`config.mk`:
```
export PLATFORM = sky130hd
export DESIGN_NAME = smp_ram
export DESIGN_NICKNAME = d
export VERILOG_FILES = /design/src/design/smp_ram.sv
export SDC_FILE = /design/constraint.sdc
export NUM_CORES = 2
export LEC_CHECK = 0
export BUFFER_PORTS_ARGS = -buffer_cell sky130_fd_sc_hd__clkbuf_2
export CAP_MARGIN = 20
export CORE_MARGIN = 5
export CORE_UTILIZATION = 65
export DETAILED_ROUTE_END_ITERATION = 12
export PLACE_DENSITY = 0.86
export SYNTH_ARGS = -nofsm -noshare
export SYNTH_HDL_FRONTEND = slang
export SYNTH_SLANG_ARGS = --single-unit
export TNS_END_PERCENT = 50
```
`constraint.sdc`:
```
create_clock -name clk -period 7.9 [get_ports clk]
set_clock_uncertainty 0.15 [all_clocks]
set_input_delay 1.185 -clock clk [delete_from_list [all_inputs] [get_ports clk]]
set_output_delay 1.185 -clock clk [all_outputs]
set_load 0.02 [all_outputs]
```
`src/design/smp_ram.sv`:
```
// ---------------------------------------------------------------------------
// smp_ram
// Generic RAM: one write port, two read ports with registered read data.
// ---------------------------------------------------------------------------
module smp_ram #(
    parameter int WIDTH = 32,
    parameter int DEPTH = 64
) (
    input  logic                     clk,
    input  logic                     we,
    input  logic [$clog2(DEPTH)-1:0] waddr,
    input  logic [WIDTH-1:0]         wdata,
    input  logic [$clog2(DEPTH)-1:0] raddr_a,
    output logic [WIDTH-1:0]         rdata_a,
    input  logic [$clog2(DEPTH)-1:0] raddr_b,
    output logic [WIDTH-1:0]         rdata_b
);

    logic [WIDTH-1:0] mem [DEPTH];

    // Write and register both reads
    always_ff @(posedge clk)
    begin
        if (we)
        begin
            mem[waddr] <= wdata;
        end
        rdata_a <= mem[raddr_a];
        rdata_b <= mem[raddr_b];
    end

endmodule

```
* Word-level counts from Yosys, hierarchy flattened
Memory sizes are Yosys's and may differ from the RTL's. A register that Yosys moved wholly into a read port is not among the register bits.
Cells that the tools add are included.
** Word-level totals
- Flip-flop bits (word level) :: 0
- Bits in latches :: 0
- RAM bits :: 2048
- ROM bits :: 0
- Bits of input ports :: 52
- Word-level logic and storage cells :: 3
- Memories :: 1
** Cells by class
- Add/sub/neg operators :: 0
- Multiply operators :: 0
- Div/mod/pow operators :: 0
- Magnitude comparators :: 0
- Eq/ne operators :: 0
- Shift operators :: 0
- Mux-type cells :: 2
- Bitwise logic cells :: 0
- Reduce and logical (&&, ||, !) cells :: 0
** Memories
- mem :: depth 64, width 32, rd ports 2, clocked after Yosys merged registers in 2, write ports 1, line 19 : logic [WIDTH-1:0] mem [DEPTH];
** Operators with widths (number)
- 1-bit 2-to-1 mux :: 2

* Logic depth before layout (Yosys ltp)
- Word-level depth :: 2
- Depth in mapped cells :: 10
- Gate-level depth less buffers :: 5

* Worst setup path before layout
Ideal clock, no wire load.
- Kind :: input port to flip-flop
- Start point :: input port waddr[3]
- End point :: memory mem[48][0] (enable)
- Setup time :: 0.461 ns
- Arrival :: 3.915 ns
- Slack :: 3.374 ns
- Cell stages on the path :: 4
- Cells stage by stage :: clkbuf_1 -> nor2b_1 -> nand4b_1 -> nor3_1
** RTL lines
- from (decl) :: line 11 : input logic [$clog2(DEPTH)-1:0] waddr,
- to (decl) :: line 19
Straight into the memory's write port.

==> out/results.txt <==
status - complete, no violations
number of global-route vias before repair - 57.9k
synth unique cells - 38
Max Clock Freq - 0.241 GHz
via count - 56.4k
Worst-path clk slew - 0.07 ns
Syn Std Cell Area - 95,700 um2
gr ovfl total - 0
Die Y - 394 um
placed cell count - 6,219
YS warnings - 0
slew margin rel. - 7.00%
sequential area share after synthesis - 65.6%
Synth Register Bits - 2,112
Leak - 0.0332 uW
Tcrit/Tclk final - 52.5%
Place WS - 3.11 ns
total negative slack - 0 ns
Hold Fails Final Rpt - 0
violation count after the first detailed-route iteration - 11.6k
Longest Clk Path Bufs - 3
met2 routed WL - 139,000 um
critical path fanouts, max - 114
Max Cap Viol - 0
startpoint types - primary input
HPWL after detailed placement - 158,000 um
ANT nets after route - 0
wl on met1 - 87,400 um
Area contributors post-synth - edfxtp_1 (64%), mux4_2 (26%), mux2i_1 (2.1%)
CTS tree - done
Starting Density - 65.6%
area added between synthesis and finish - 10.6%
leading area contributor after synthesis - edfxtp_1
drt first pass iters - 9
detailed-route wire length - 309,000 um
GRT Total Usage - 39.5%
routability cong. - 0.841
Post-CTS Setup Bufs - 0
final setup vio count - 0
Max Used Layer - met5
detailed-route vias per instance - 8.48
die area - 155,000 um2
# DRC - 0
CTS sink cnt - 2,112
wire per inst - 46.4 um
Top-Level Pins - 116
Port Buffers - 115
Post-CTS Hold Buffers - 0
initial antenna violation count - 27
Hold/Removal Path Class - in2reg
share of layout cells above drive strength 1 - 38.0%
Setup WS post-layout - 3.75 ns
Rows - 140
Post-synth EDFFs - 2,048
Final Non-Filler Cells - 6,647
Synth Flop Type - edfxtp_1
Final min period - 4.15 ns
VDD IR-drop max - 0.226 mV
H-tree lvl count - 4
cts bufs inserted - 198
crit path kind - in2reg
root buffer cell - clkbuf_16
Worst setup EP type - flip-flop
hold_ws - 0.603 ns
fin nets - 4,587
post-synthesis cell count - 4,412
asr flop ratio synth - 0%
Slew @ Worst Pin - 1.39 ns
syn avg cell area - 21.7 um2
post-CTS sizing - 0
Routed met3 length - 59,000 um
Core ar. - 146,000 um2
arrival time at the worst endpoint - 4.69 ns
Die Span X - 394 um
unrepaired setup endpoints after global routing - false
Pwr Density - 230 nW/um2
Synth Net Count - 4,464
insertion delay to the later sink of the worst-skew pair - 0.85 ns
post-synth top area share - 64.3%
pin count of the biggest net entering global routing - 153
Final Max Tran Viols - 0
first-pass GRT wire length - 430,000 um
WP data required - 8.44 ns
[path summary, 6_finish.rpt]
check,from,to,slack (ns),cells past startpoint
max,raddr_b[0],rdata_b[19]$_DFF_P_,3.75,6
min,wdata[18],mem[34][18]$_DFFE_PP_,0.60,1
max reg2reg,mem[20][16]$_DFFE_PP_,rdata_b[16]$_DFF_P_,4.99,4
min reg2reg,mem[2][10]$_DFFE_PP_,rdata_b[10]$_DFF_P_,0.80,4
[synth_stat cells (all sizes together) (2+ instances only)]
cell type and n:
nor2b 19, a221oi 13, o22ai 56, a22oi 85, a21oi 58, clkbuf 135
o21ai 49, nor3 3, mux2 36, o211ai 27, o221ai 16, nand2 93
nand3b 6, a211oi 15, o32a 9, nand3 9, nand4 2, dfxtp 64
and2 6, or3 2, or3b 2, a32oi 9, buf 212, mux2i 204
nor2 94, mux4 1124, edfxtp 2048, nand2b 8, or2 3
[where the power goes]
group	internal, uW	switching [uW]
Sequential	12400	114
Combinational	830	1270
Clock	5460	4260
Total	18700	5650
[cell usage in the layout (no fill, tap or decap), types with 58 or more instances in the layout]
cell type  Yosys  routed
buf_4         55     108
clkbuf_2       0     105
nor2_4         0      63
a22oi_1       85      85
edfxtp_1    2048    2048
dfxtp_1       64      64
nand2_1       93      92
clkbuf_16      0     203
mux4_2      1124    1124
mux2i_1      204     204
a21oi_1       58      58
[final cells by class]
type                    instances  area (um2)
clock inverters               103        1030
clock buffers                 264        5420
multi-input cells            1952       31600
fillers                      7317       40100
repair buffers                270        2450
diodes                         28        70.1
inverters                       1        3.75
well taps                    1917        2400
flip-flops and latches       2112       62800
[state kept, by name, indices dropped and copies added, names as in the netlist]
signal and cells:
mem 2048, rdata_a 32, rdata_b 32
[worst max-delay path: stages]
cell	delay (ns)
buf_8	0.67
buf_12	0.67
mux4_2	0.62
mux2_2	0.27
o211ai_1	0.75
a21oi_1	0.15
[per-stage QoR]
step	total power [uW]	util [%]	cell area (um2)
after CTS	24200	72.0	105000
after global routing	24900	72.5	106000
after detailed placement	14700	67.6	98600
after floorplan	13900	-	95700
final	24300	72.5	106000
after global placement	14600	67.6	98600
[cell families (layout without fill, tap and decap cells)]
group / after synthesis / in the layout / synth area share (%)
buffers and inverters: 348 / 638 / 1.83
muxes: 1364 / 1364 / 29.0
and+or+nand+nor: 248 / 248 / 1.13
DFF: 2112 / 2112 / 65.6
AOI/OAI and AO/OA: 340 / 340 / 2.39
other: 0 / 28 / 0
[per-layer routing]
metal | global-route usage, % | up-vias
li1 | - | 19766
met1 | 49.6 | 28267
met3 | 17.5 | 1560
met2 | 57.7 | 6762
met4 | 23.6 | 8
met5 | 0 | -
Note: power is estimated with default switching activity, not from simulation.
